$ cat src/rtl/kact_pkg.sv
// shared types and constants for the keepalive client timeout table
// no dependencies; imported by kact_slot_ram, the top level and the bench files
package kact_pkg;

  localparam int unsigned MAX_SLOTS_DEF = 16;

  localparam int unsigned TIME_W  = 48;
  localparam int unsigned ID_W    = 16;
  localparam int unsigned CFG_W   = 22;
  localparam int unsigned WAIT_W  = 15;
  localparam int unsigned PADDR_W = 4;
  localparam int unsigned PDATA_W = 32;

  localparam logic [WAIT_W-1:0] WAIT_MAX = WAIT_W'(30000);
  localparam logic [WAIT_W-1:0] WAIT_MIN = WAIT_W'(1000);

  localparam logic [CFG_W-1:0] CHECK_PERIOD_RST = CFG_W'(5000);
  localparam logic [CFG_W-1:0] DEAD_AFTER_RST   = CFG_W'(10000);

  typedef enum logic [1:0] {
    OP_ADD     = 2'd0,
    OP_REMOVE  = 2'd1,
    OP_REFRESH = 2'd2,
    OP_SWEEP   = 2'd3
  } op_e;

  typedef enum logic [1:0] {
    KIND_DONE    = 2'd0,
    KIND_EXPIRED = 2'd1,
    KIND_PROBE   = 2'd2
  } kind_e;

  typedef enum logic [1:0] {
    REG_CHECK_PERIOD = 2'd0,
    REG_DEAD_AFTER   = 2'd1,
    REG_PROBE_ENABLE = 2'd2
  } reg_idx_e;

  typedef enum logic [1:0] {
    ST_IDLE,
    ST_SCAN,
    ST_DONE
  } state_e;

  // one slot entry as held in the slot memory
  typedef struct packed {
    logic [ID_W-1:0]   id;
    logic [TIME_W-1:0] seen;
  } slot_word_t;

endpackage

$ cat src/rtl/kact_slot_ram.sv
// slot memory: client id and last-seen time per slot
// one write port, one read port with registered read data; uses kact_pkg
module kact_slot_ram
  import kact_pkg::*;
#(
  parameter int unsigned DEPTH  = MAX_SLOTS_DEF,
  parameter int unsigned ADDR_W = 4
) (
  input  logic              clk_i,
  input  logic              wr_en_i,
  input  logic [ADDR_W-1:0] wr_addr_i,
  input  slot_word_t        wr_data_i,
  input  logic              rd_en_i,
  input  logic [ADDR_W-1:0] rd_addr_i,
  output slot_word_t        rd_data_o
);

  slot_word_t mem [DEPTH];

  always_ff @(posedge clk_i) begin
    if (wr_en_i) begin
      mem[wr_addr_i] <= wr_data_i;
    end
  end

  always_ff @(posedge clk_i) begin
    if (rd_en_i) begin
      rd_data_o <= mem[rd_addr_i];
    end
  end

endmodule

$ cat src/rtl/keepalive_client_timeout_table_core.sv
// keepalive client timeout table, top level: sequencer, slot scan pipeline,
// configuration registers and result register; uses kact_pkg and kact_slot_ram
//
// the done result of an item is loaded from ST_DONE, once the last slot has
// passed stages b and c; stalls on the result side hold the scan
// a new request is taken only in ST_IDLE; while the result side does not stall,
// the scan reads one slot per cycle through the single slot memory read port
// reset: all slots free, registers at 5000 / 10000 / 1; slot memory itself
// is not cleared, since an entry's contents are only used once its used bit is set
module keepalive_client_timeout_table_core
  import kact_pkg::*;
#(
  parameter int unsigned MAX_SLOTS = MAX_SLOTS_DEF
) (
  input  logic                clk_i,
  input  logic                rst_ni,
  // request channel
  input  logic                in_valid_i,
  output logic                in_ready_o,
  input  logic [1:0]          operation_i,
  input  logic [ID_W-1:0]     client_id_i,
  input  logic [TIME_W-1:0]   now_ms_i,
  // result channel
  output logic                out_valid_o,
  input  logic                out_ready_i,
  output logic [1:0]          kind_o,
  output logic [ID_W-1:0]     slot_client_o,
  output logic                ok_o,
  output logic [WAIT_W-1:0]   next_wait_ms_o,
  output logic                last_o,
  // configuration port
  input  logic                psel,
  input  logic                penable,
  input  logic                pwrite,
  input  logic [PADDR_W-1:0]  paddr,
  input  logic [PDATA_W-1:0]  pwdata,
  output logic [PDATA_W-1:0]  prdata,
  output logic                pready
);

  localparam int unsigned IDX_W  = (MAX_SLOTS > 1) ? $clog2(MAX_SLOTS) : 1;
  localparam int unsigned CNT_W  = $clog2(MAX_SLOTS + 1);
  localparam int unsigned DIFF_W = TIME_W + 1;   // signed now - seen
  localparam int unsigned LEFT_W = TIME_W + 2;   // signed period - diff

  // ---------------------------------------------------------------------
  // configuration registers
  // ---------------------------------------------------------------------
  logic [CFG_W-1:0] check_period_q;
  logic [CFG_W-1:0] dead_after_q;
  logic             probe_en_q;
  logic             cfg_wr;
  reg_idx_e         cfg_idx;

  assign pready  = 1'b1;
  assign cfg_wr  = psel & penable & pwrite;
  // byte offset low bits are ignored, register index is the word address
  assign cfg_idx = reg_idx_e'(paddr[3:2]);

  always_ff @(posedge clk_i or negedge rst_ni) begin
    if (!rst_ni) begin
      check_period_q <= CHECK_PERIOD_RST;
      dead_after_q   <= DEAD_AFTER_RST;
      probe_en_q     <= 1'b1;
    end else if (cfg_wr) begin
      case (cfg_idx)
        REG_CHECK_PERIOD: check_period_q <= pwdata[CFG_W-1:0];
        REG_DEAD_AFTER:   dead_after_q   <= pwdata[CFG_W-1:0];
        REG_PROBE_ENABLE: probe_en_q     <= pwdata[0];
        default: ;  // unmapped address, write dropped
      endcase
    end
  end

  always_comb begin
    case (cfg_idx)
      REG_CHECK_PERIOD: prdata = PDATA_W'(check_period_q);
      REG_DEAD_AFTER:   prdata = PDATA_W'(dead_after_q);
      REG_PROBE_ENABLE: prdata = PDATA_W'(probe_en_q);
      default:          prdata = '0;
    endcase
  end

  // ---------------------------------------------------------------------
  // state and request registers
  // ---------------------------------------------------------------------
  state_e state_q, state_d;

  op_e               op_q;
  logic [ID_W-1:0]   cid_q;
  logic [TIME_W-1:0] now_q;
  logic              found_q;     // add claimed a slot / remove-refresh hit
  logic [WAIT_W-1:0] best_q;      // running minimum of time left

  logic [MAX_SLOTS-1:0] used_q;   // per-slot used bits
  logic [CNT_W-1:0]     cnt_q;    // next slot to read

  // scan pipeline: stage b sees slot memory data, stage c decides
  logic              b_vld_q;
  logic [IDX_W-1:0]  b_idx_q;
  logic              c_vld_q;
  logic [IDX_W-1:0]  c_idx_q;
  logic              c_cnt_q;     // slot counts toward the next wait
  logic [ID_W-1:0]   c_id_q;
  logic [DIFF_W-1:0] c_diff_q;

  // result register
  logic              out_valid_q;
  kind_e             kind_q;
  logic [ID_W-1:0]   client_q;
  logic              ok_q;
  logic [WAIT_W-1:0] wait_q;
  logic              last_q;

  // control from the sequencer
  logic stall;       // result register full and not taken
  logic issue;       // slots still to read
  logic start;
  logic rd_en;
  logic done_load;

  assign stall = out_valid_q & ~out_ready_i;
  assign issue = (cnt_q < CNT_W'(MAX_SLOTS));

  always_ff @(posedge clk_i or negedge rst_ni) begin
    if (!rst_ni) begin
      state_q <= ST_IDLE;
    end else begin
      state_q <= state_d;
    end
  end

  always_comb begin
    state_d   = state_q;
    in_ready_o = 1'b0;
    start     = 1'b0;
    rd_en     = 1'b0;
    done_load = 1'b0;
    case (state_q)
      ST_IDLE: begin
        in_ready_o = 1'b1;
        if (in_valid_i) begin
          start   = 1'b1;
          state_d = ST_SCAN;
        end
      end
      ST_SCAN: begin
        if (!stall) begin
          rd_en = issue;
          // the last slot leaves stage c in this cycle
          if (!issue && !b_vld_q) begin
            state_d = ST_DONE;
          end
        end
      end
      ST_DONE: begin
        if (!stall) begin
          done_load = 1'b1;
          state_d   = ST_IDLE;
        end
      end
      default: state_d = ST_IDLE;
    endcase
  end

  // ---------------------------------------------------------------------
  // slot memory
  // ---------------------------------------------------------------------
  slot_word_t       rd_word;
  slot_word_t       wr_word;
  logic             wr_en;

  kact_slot_ram #(
    .DEPTH  (MAX_SLOTS),
    .ADDR_W (IDX_W)
  ) u_slot_ram (
    .clk_i     (clk_i),
    .wr_en_i   (wr_en),
    .wr_addr_i (b_idx_q),
    .wr_data_i (wr_word),
    .rd_en_i   (rd_en),
    .rd_addr_i (cnt_q[IDX_W-1:0]),
    .rd_data_o (rd_word)
  );

  // ---------------------------------------------------------------------
  // stage b: apply the request to one slot, form now - seen
  // ---------------------------------------------------------------------
  logic              b_fire;
  logic              b_used;
  logic              b_claim;     // add takes this free slot
  logic              b_hit;       // first used slot with matching id
  logic              b_restamp;
  logic              b_counted;
  logic [TIME_W-1:0] b_seen;
  logic [DIFF_W-1:0] b_diff;

  assign b_fire = b_vld_q & ~stall;

  always_comb begin
    b_used    = used_q[b_idx_q];
    b_claim   = (op_q == OP_ADD) && !b_used && !found_q;
    b_hit     = (op_q inside {OP_REMOVE, OP_REFRESH}) && b_used &&
                (rd_word.id == cid_q) && !found_q;
    b_restamp = b_claim || (b_hit && (op_q == OP_REFRESH));
    b_seen    = b_restamp ? now_q : rd_word.seen;
    // a removed slot no longer counts toward the wait
    b_counted = b_claim || (b_used && !(b_hit && (op_q == OP_REMOVE)));
    b_diff    = {1'b0, now_q} - {1'b0, b_seen};
    wr_en     = b_fire && b_restamp;
    wr_word.id   = b_claim ? cid_q : rd_word.id;
    wr_word.seen = now_q;
  end

  // ---------------------------------------------------------------------
  // stage c: expire / probe decision and time left to the next check
  // ---------------------------------------------------------------------
  logic              c_fire;
  logic              c_over;      // silent longer than the dead limit
  logic              c_expire;
  logic              c_probe;
  logic [LEFT_W-1:0] c_left;
  logic [WAIT_W-1:0] c_left_clamp;

  assign c_fire = c_vld_q & ~stall;

  always_comb begin
    // silence is taken modulo the time width, so a future stamp looks old
    c_over   = c_diff_q[TIME_W-1:0] > TIME_W'(dead_after_q);
    c_expire = (op_q == OP_SWEEP) && c_cnt_q && c_over;
    c_probe  = (op_q == OP_SWEEP) && c_cnt_q && !c_over && probe_en_q;
    c_left   = LEFT_W'(check_period_q) - {c_diff_q[DIFF_W-1], c_diff_q};
    // overdue slots count as zero time left
    if (c_left[LEFT_W-1]) begin
      c_left_clamp = '0;
    end else if (c_left > LEFT_W'(WAIT_MAX)) begin
      c_left_clamp = WAIT_MAX;
    end else begin
      c_left_clamp = c_left[WAIT_W-1:0];
    end
  end

  // ---------------------------------------------------------------------
  // datapath registers
  // ---------------------------------------------------------------------
  always_ff @(posedge clk_i or negedge rst_ni) begin
    if (!rst_ni) begin
      cnt_q   <= '0;
      b_vld_q <= 1'b0;
      c_vld_q <= 1'b0;
    end else if (start) begin
      cnt_q   <= '0;
      b_vld_q <= 1'b0;
      c_vld_q <= 1'b0;
    end else if (state_q == ST_SCAN && !stall) begin
      cnt_q   <= issue ? cnt_q + CNT_W'(1) : cnt_q;
      b_vld_q <= issue;
      c_vld_q <= b_vld_q;
    end
  end

  always_ff @(posedge clk_i) begin
    if (start) begin
      op_q    <= op_e'(operation_i);
      cid_q   <= client_id_i;
      now_q   <= now_ms_i;
      found_q <= 1'b0;
      best_q  <= WAIT_MAX;
    end else begin
      if (state_q == ST_SCAN && !stall) begin
        b_idx_q  <= cnt_q[IDX_W-1:0];
        c_idx_q  <= b_idx_q;
        c_cnt_q  <= b_counted;
        c_id_q   <= rd_word.id;
        c_diff_q <= b_diff;
      end
      if (b_fire && (b_claim || b_hit)) begin
        found_q <= 1'b1;
      end
      if (c_fire && c_cnt_q && !c_expire && (c_left_clamp < best_q)) begin
        best_q <= c_left_clamp;
      end
    end
  end

  // used bits: stage b claims or frees, stage c frees expired slots
  always_ff @(posedge clk_i or negedge rst_ni) begin
    if (!rst_ni) begin
      used_q <= '0;
    end else begin
      if (b_fire && b_claim) begin
        used_q[b_idx_q] <= 1'b1;
      end
      if (b_fire && b_hit && (op_q == OP_REMOVE)) begin
        used_q[b_idx_q] <= 1'b0;
      end
      if (c_fire && c_expire) begin
        used_q[c_idx_q] <= 1'b0;
      end
    end
  end

  // ---------------------------------------------------------------------
  // result register
  // ---------------------------------------------------------------------
  always_ff @(posedge clk_i or negedge rst_ni) begin
    if (!rst_ni) begin
      out_valid_q <= 1'b0;
    end else if (done_load || (c_fire && (c_expire || c_probe))) begin
      out_valid_q <= 1'b1;
    end else if (out_ready_i) begin
      out_valid_q <= 1'b0;
    end
  end

  always_ff @(posedge clk_i) begin
    if (done_load) begin
      kind_q   <= KIND_DONE;
      client_q <= '0;
      ok_q     <= (op_q == OP_SWEEP) ? 1'b1 : found_q;
      wait_q   <= (best_q < WAIT_MIN) ? WAIT_MIN : best_q;
      last_q   <= 1'b1;
    end else if (c_fire && (c_expire || c_probe)) begin
      kind_q   <= c_expire ? KIND_EXPIRED : KIND_PROBE;
      client_q <= c_id_q;
      ok_q     <= 1'b0;
      wait_q   <= '0;
      last_q   <= 1'b0;
    end
  end

  assign out_valid_o    = out_valid_q;
  assign kind_o         = kind_q;
  assign slot_client_o  = client_q;
  assign ok_o           = ok_q;
  assign next_wait_ms_o = wait_q;
  assign last_o         = last_q;

  // ---------------------------------------------------------------------
  // assertions
  // ---------------------------------------------------------------------
  a_last_is_done: assert property (@(posedge clk_i) disable iff (!rst_ni)
    out_valid_o && last_o |-> kind_o == KIND_DONE)
    else $error("last flag on a non-done result");

  a_start_scan: assert property (@(posedge clk_i) disable iff (!rst_ni)
    in_valid_i && in_ready_o |=> state_q == ST_SCAN && cnt_q == '0 && !b_vld_q)
    else $error("scan did not restart from the first slot");

  a_stall_holds: assert property (@(posedge clk_i) disable iff (!rst_ni)
    state_q == ST_SCAN && stall |=> $stable(cnt_q) && $stable(used_q))
    else $error("scan advanced while the result side stalled");

  a_cnt_bound: assert property (@(posedge clk_i) disable iff (!rst_ni)
    cnt_q <= CNT_W'(MAX_SLOTS))
    else $error("slot counter ran past the table");

  a_wait_range: assert property (@(posedge clk_i) disable iff (!rst_ni)
    out_valid_o && kind_o == KIND_DONE |->
      next_wait_ms_o >= WAIT_MIN && next_wait_ms_o <= WAIT_MAX)
    else $error("next wait outside its clamp range");

endmodule

$ cat config.mk
export PLATFORM = sky130hd
export DESIGN_NAME = keepalive_client_timeout_table_core
export DESIGN_NICKNAME = d
export VERILOG_FILES = /design/src/rtl/kact_pkg.sv /design/src/rtl/kact_slot_ram.sv /design/src/rtl/keepalive_client_timeout_table_core.sv
export SDC_FILE = /design/constraint.sdc
export NUM_CORES = 2
export LEC_CHECK = 0
export BUFFER_PORTS_ARGS = -buffer_cell sky130_fd_sc_hd__buf_2
export CAP_MARGIN = 20
export CELL_PAD_IN_SITES_DETAIL_PLACEMENT = 1
export CELL_PAD_IN_SITES_GLOBAL_PLACEMENT = 2
export CORE_MARGIN = 1.5
export CORE_UTILIZATION = 48
export DETAILED_ROUTE_END_ITERATION = 16
export PLACE_DENSITY = 0.84
export SYNTH_ARGS = -nofsm -noshare
export SYNTH_HDL_FRONTEND = slang
export SYNTH_SLANG_ARGS = --single-unit
$ cat constraint.sdc
create_clock -name clk_i -period 10.8 [get_ports clk_i]
set_clock_uncertainty 0.2 [all_clocks]
set_input_delay 0.54 -clock clk_i [delete_from_list [all_inputs] [get_ports clk_i]]
set_output_delay 0.54 -clock clk_i [all_outputs]
set_load 0.02 [all_outputs]
-- Word level (Yosys, flattened, before mapping)
Memory sizes are Yosys's and may differ from the RTL's. A register that Yosys moved wholly into a read port is not among the register bits.
Index checks and enable logic that the tools add are counted.
- register bits after elaboration: 262
- memory bits (writable): 1024
- bits of input ports: 109
- output and inout bits: 70
- logic and storage cells: 159
- memories: 1
- memory list (name ; depth ; width ; read ports ; clocked after memory_dff ; write ports ; RTL line ; text):
    u_slot_ram.mem ; 16 ; 64 ; 1 ; 1 ; 1 ; kact_slot_ram.sv:18 ; slot_word_t mem [DEPTH];
- add/subtract/negate cells: 3
- order comparisons: 9
- equal/unequal tests: 12
- mux-type cells: 44
- bitwise operators: 13
- reduce and logical (&&, ||, !) cells: 53
- operator list (operator ; count):
    $mux W15 ; 5
    $pmux W22 S3 ; 1
    $mux W16 ; 4
    $gt A50 B15 Y1 const B ; 1
    $sub A23 B49 Y50 ; 1
    $sub A48 B48 Y49 ; 1
    $gt A48 B22 Y1 ; 1
    $mux W48 ; 1
    $and A16 B16 Y16 ; 2
    $not A16 Y16 ; 2
    $logic_and A1 B1 Y1 ; 26
    $mux W1 ; 21
    $eq A16 B16 Y1 ; 1
    $or A16 B16 Y16 ; 1
    $lt A15 B10 Y1 const B ; 1
    $lt A15 B15 Y1 ; 1
    $mux W5 ; 3
    $lt A4 B5 Y1 const B ; 2
    $mux W2 ; 5
    $reduce_and A2 Y1 ; 5
    $reduce_bool A2 Y1 ; 5
    $demux W1 S4 ; 2
    $eq A2 B2 Y1 const B ; 4
    $ge A4 B1 Y1 const B ; 2
    other kinds (12) ; 36

-- Longest topological paths before layout
- word-level depth: 11
- mapped depth: 25
- depth with buffers taken out: 24

-- Cells and area by module
A second synthesis with hierarchy kept.
- cells, all modules: 3169
- area total of the unflattened synthesis: 56317.8 sq um
- by module, submodules not included (module ; times used ; cells each ; area each (sq um) ; sequential area each (sq um)):
    kact_slot_ram ; 1 ; 1647 ; 40222.3 ; 32671.3
    keepalive_client_timeout_table_core ; 1 ; 1522 ; 16095.4 ; 7175.6

-- Least setup slack after synthesis
No wires, ideal clock.
- path kind: register -> register
- start point: register b_idx_q[0]
- end point: memory u_slot_ram.mem[1][0] (netlist name) (enable)
- setup time: 644 ps
- arrival: 8473 ps
- data required time: 9956 ps
- path slack: 1483 ps
- stages on the path, launching flop included: 9
- buffers on the path: 2
- period minus slack after synthesis: 9317 ps
- cells stage by stage: edfxtp_1 -> clkbuf_1 -> mux4_2 -> mux4_2 -> nor3b_1 -> a21oi_1 -> or2_2 -> clkbuf_1 -> nor4_1
- longest elaborated chain between the ends: 10
- elaborated cells between the ends (all ways): 13
- those cells by class: 4 x mux; 9 x reduce/logical
- RTL lines (element ; RTL line ; text):
    start, declared ; keepalive_client_timeout_table_core.sv:100 ; logic [IDX_W-1:0] b_idx_q;
    start signal, assigned ; keepalive_client_timeout_table_core.sv:271 ; b_idx_q <= cnt_q[IDX_W-1:0];
    $bmux W1 S4 ; keepalive_client_timeout_table_core.sv:201 ; b_used = used_q[b_idx_q];
    $mux W1 (implied by the code) ; keepalive_client_timeout_table_core.sv:201 ;
    $logic_and A1 B1 Y1 (2 in series) ; keepalive_client_timeout_table_core.sv:203 ; b_hit = (op_q inside {OP_REMOVE, OP_REFRESH}) && b_used &&
    $logic_and A1 B1 Y1 ; keepalive_client_timeout_table_core.sv:204 ; (rd_word.id == cid_q) && !found_q;
    $logic_and A1 B1 Y1 ; keepalive_client_timeout_table_core.sv:205 ; b_restamp = b_claim || (b_hit && (op_q == OP_REFRESH));
    $logic_or A1 B1 Y1 ; keepalive_client_timeout_table_core.sv:205 ;
    $logic_and A1 B1 Y1 ; keepalive_client_timeout_table_core.sv:210 ; wr_en = b_fire && b_restamp;
    $mux W1 ; kact_slot_ram.sv:21 ; if (wr_en_i) begin
    $mux W1 (implied by the code) ; kact_slot_ram.sv:22 ; mem[wr_addr_i] <= wr_data_i;
    end, declared ; kact_slot_ram.sv:18 ;
Several ways; a longest one is shown, not always the timed one. The select of a mux whose other input is x is not followed.

-- Worst setup path after layout
- start point: register b_idx_q[0]
- end point: register c_diff_q[46], data pin
- longest elaborated chain between the ends: 9
- elaborated cells between the ends (all ways): 12
- those cells by class: 1 x add/sub; 3 x mux; 8 x reduce/logical
- RTL lines (element ; RTL line ; text):
    $bmux W1 S4 (*) ; keepalive_client_timeout_table_core.sv:201 ;
    $mux W1 (implied by the code) (*) ; keepalive_client_timeout_table_core.sv:201 ;
    $logic_and A1 B1 Y1 (2 in series) ; keepalive_client_timeout_table_core.sv:203 ;
    $logic_and A1 B1 Y1 ; keepalive_client_timeout_table_core.sv:204 ;
    $logic_and A1 B1 Y1 ; keepalive_client_timeout_table_core.sv:205 ;
    $logic_or A1 B1 Y1 (*) ; keepalive_client_timeout_table_core.sv:205 ;
    $mux W48 (*) ; keepalive_client_timeout_table_core.sv:206 ; b_seen = b_restamp ? now_q : rd_word.seen;
    $sub A48 B48 Y49 (*) ; keepalive_client_timeout_table_core.sv:209 ; b_diff = {1'b0, now_q} - {1'b0, b_seen};
    named net b_diff[46] ; keepalive_client_timeout_table_core.sv:196 ; logic [DIFF_W-1:0] b_diff;
    end signal, assigned ; keepalive_client_timeout_table_core.sv:275 ; c_diff_q <= b_diff;
    end, declared ; keepalive_client_timeout_table_core.sv:105 ; logic [DIFF_W-1:0] c_diff_q;
The timed path passes the listed nets; every way through them passes the cells marked *. The select of a mux whose other input is x is not followed.
A chain may end at the register's enable or synchronous reset.

==> results.sh <==
export IMPL_cpPeakStageDelay_ns=0.81
export IMPL_dieWidth_um=346.2
export IMPL_rrSetupSlack_ns=3.28
export IMPL_final_setup_viol_count=0
export IMPL_ant_nets=0
export IMPL_vias_per_cell=6.216
export IMPL_grt_max_degree=89
export IMPL_yosysMostFrequentCell="edfxtp_1"
export IMPL_cap_violations=0
export IMPL_netSwitchingPower_mw=5.878
export IMPL_firstDrtPassIters=8
export IMPL_min_period_ns=7.523
export IMPL_worst_pin_slew_ns=1.086
export IMPL_hold_path_class="primary input to register"
export IMPL_cts_sinks=1350
export IMPL_fin_crit_sh=0.6965
export IMPL_cts_inserted_buffers=140
export IMPL_area_growth_pct=14.64
export IMPL_post_synth_main_area_contributors="edfxtp_1, mux4_2, dfrtp_1"
export IMPL_avgSynthCellArea_um2=18.20
export IMPL_max_vdd_ir_drop_mv=0.1830
export IMPL_cp_num_buf_inv=1
export IMPL_gp_congestion=0.8956
export IMPL_first_global_vias=33780
export IMPL_reg2reg_from="b_idx_q[0]"
export IMPL_die_h_um=346.2
export IMPL_antenna_found_initial=2
export IMPL_crit_arrival_ns=7.82
export IMPL_synth_area_leader_cell="edfxtp_1"
export IMPL_pin_count=179
export IMPL_synth_warnings=0
export IMPL_cts_max_level=4
export IMPL_slew_violations=0
export IMPL_rsz0062_at_grt="no"
export IMPL_synth_async_reset_ratio=0.05259
export IMPL_netlist_area_um2=56520
export IMPL_seq_power_share=0.418
export IMPL_insertion_delay_ns=0.77
export IMPL_critPathRequiredTime_ns=11.09
export IMPL_ys_top_cells_by_count="edfxtp_1, mux4_2, nor2_1"
export IMPL_num_vias=31451
export IMPL_cp_endpoint="c_diff_q[46]"
export IMPL_rows=125
export IMPL_total_leakage_power_nw=22.19
export IMPL_cp_cell_sequence="mux4_2 -> mux4_2 -> nand4_1 -> nor2_1 -> a21oi_4 -> buf_4 -> mux2i_1 -> ha_1 -> a21o_1 -> a211oi_1 -> o211ai_1 -> a311o_1 -> a221o_1 -> a21oi_1 -> a31oi_1 -> a22oi_1 -> a21oi_1 -> xor2_1"
export IMPL_worstSetupStartpoint="b_idx_q[0]"
export IMPL_die_area_um2=119800
export IMPL_cp_top_family="compound AO/OA/AOI/OAI gates"
export IMPL_netlist_area_leader_share=0.6609
export IMPL_p_clk_frac=0.273
export IMPL_ys_types=82
export IMPL_detail_route_iter0_violations=3310
export IMPL_startpoint_type="register"
export IMPL_initial_utilization=0.4851
export IMPL_fin_cells=5060
export IMPL_clkTransAtPathRegs_ns=0.06
export IMPL_wire_per_inst_um=30.47
export IMPL_cp_max_fo=40
export IMPL_drive_above_1_share=0.2376
export IMPL_reg2reg_depth=18
export IMPL_cts_tree="built"
export IMPL_cts_root_buffer="clkbuf_16"
export IMPL_ctsLongestPathBuffers=3
export IMPL_place_inst=4707
export IMPL_yosysSeqAreaShare=0.7050
export IMPL_power_mw=17.82
export IMPL_grt_pass1_wl_um=228100
export IMPL_dp_hpwl_um=87830
export IMPL_io_buffers=155
export IMPL_drc=0
export IMPL_post_cts_buffers=0
export IMPL_finalSetupTns_ns=0
export IMPL_hold_viol_final=0
export IMPL_grt_usage=0.2591
export IMPL_grt_overflow_total=0
export IMPL_nets=3640
export IMPL_worstSetupPathType="register to register"
export IMPL_sw_frac_of_total=0.3300
export IMPL_ys_flop_type="edfxtp_1"
export IMPL_path_depth=18
export IMPL_cp_end_kind="register"
export IMPL_power_density_nw_per_um2=274.9
export IMPL_p_int_mw=11.94
export IMPL_core_um2=116500
export IMPL_cp_slowest_cell="edfxtp_1"
export IMPL_status="complete, no violations"
export IMPL_wirelength_um=154200
export IMPL_p_comb_frac=0.309
export IMPL_synthCells=3105
export IMPL_fmax_mhz=132.9
export IMPL_relSlewSlack=0.2760
export IMPL_synth_seq_cells=1350
export IMPL_synth_edf_count=1244
export IMPL_n_antenna_cell=0
export IMPL_r2r_end="c_diff_q[46]"
-- layout make-up --
class                      instances  area [um2]
clock buffer                     189        3790
clock inverter                    71       818.3
fill                           10398       51720
inverter                          91       345.3
multi-input combinational       1533       15920
sequential                      1350       39860
tap                             1524        1907
timing repair buffer             302        2160
-- worst min-delay path: cells and delay by family --
family	cells	cell delay (ns)
AND/OR/NAND/NOR	2	0.50
buffers and inverters	1	0.07
-- power by group through the flow --
| stage | combinational, mW | clock, mW | sequential, mW |
|---|---|---|---|
| after detailed placement | 5.40 | 0 | 7.53 |
| after CTS | 5.50 | 4.93 | 7.44 |
| after global routing | 5.94 | 5.10 | 7.51 |
| final | 5.51 | 4.87 | 7.44 |
| after global placement | 5.18 | 0 | 7.49 |
| after floorplan | 4.00 | 0 | 7.18 |
-- how the worst min path moves through the flow --
stage / start / slack, ns / depth (start not counted) / endpoint
2_1_floorplan: rst_ni / 0.04 / 0 / b_vld_q
3_3_place_gp: last_o / 0.25 / 2 / last_o
3_5_place_dp: last_o / 0.26 / 2 / last_o
4_1_cts: paddr[3] / 0.16 / 3 / probe_en_q
5_1_grt: paddr[3] / 0.21 / 3 / probe_en_q
6_report: out_ready_i / 0.20 / 3 / out_valid_o
-- flip-flops by register name, indices dropped and copies added, names as in the netlist, 15 cells and up --
register              count
used_q                   16
slot_client_o            16
u_slot_ram.mem         1024
check_period_q           22
best_q                   15
next_wait_ms_o           15
now_q                    48
cid_q                    16
u_slot_ram.rd_data_o     64
c_id_q                   16
c_diff_q                 49
dead_after_q             22
-- routing by layer --
metal | vias to the layer above | part of all wire | GRT usage
met5 | - | 0 | 0
met4 | 0 | 0.026 | 0.08244
met3 | 221 | 0.062 | 0.03266
met2 | 1382 | 0.50 | 0.4357
met1 | 16678 | 0.41 | 0.3537
li1 | 13170 | - | -
-- timing repair --
item / in CTS / in global routing
setup endpoints to repair: 0 / 0
gates resized for setup: 0 / 0
hold buffers: 90 / 0
hold endpoints to repair: 172 / 0
-- cells by family after synthesis --
logic type | after synthesis | share of synthesized area
simple gates | 474 | 0.04184
flops | 1350 | 0.7050
compound gates | 398 | 0.04531
mux | 454 | 0.1532
other cells | 2 | 0.0001329
buf+inv | 231 | 0.01634
fa+ha+maj | 113 | 0.02528
xor+xnor | 83 | 0.01286
-- metrics by stage --
step / util / instance area, um2 / hold slack [ns] / worst slack [ns]
global route: 0.5561 / 64800 / 0.2094 / 2.907
detailed placement: 0.5083 / 59230 / 0.2559 / 3.511
CTS: 0.5556 / 64730 / 0.1578 / 3.310
floorplan: - / 56550 / 0.04441 / 1.483
finish: 0.5561 / 64800 / 0.1968 / 3.277
global placement: 0.5083 / 59230 / 0.2458 / 3.613
-- cell usage in the layout, fill, tap and decap left out, drive strengths merged, types with 98 or more instances in the layout --
master	n
clkbuf	189
mux4	325
nor2	137
nand2	109
ha	111
edfxtp	1244
a21oi	121
inv	98
buf	212
(Power assumes the default switching activity.)
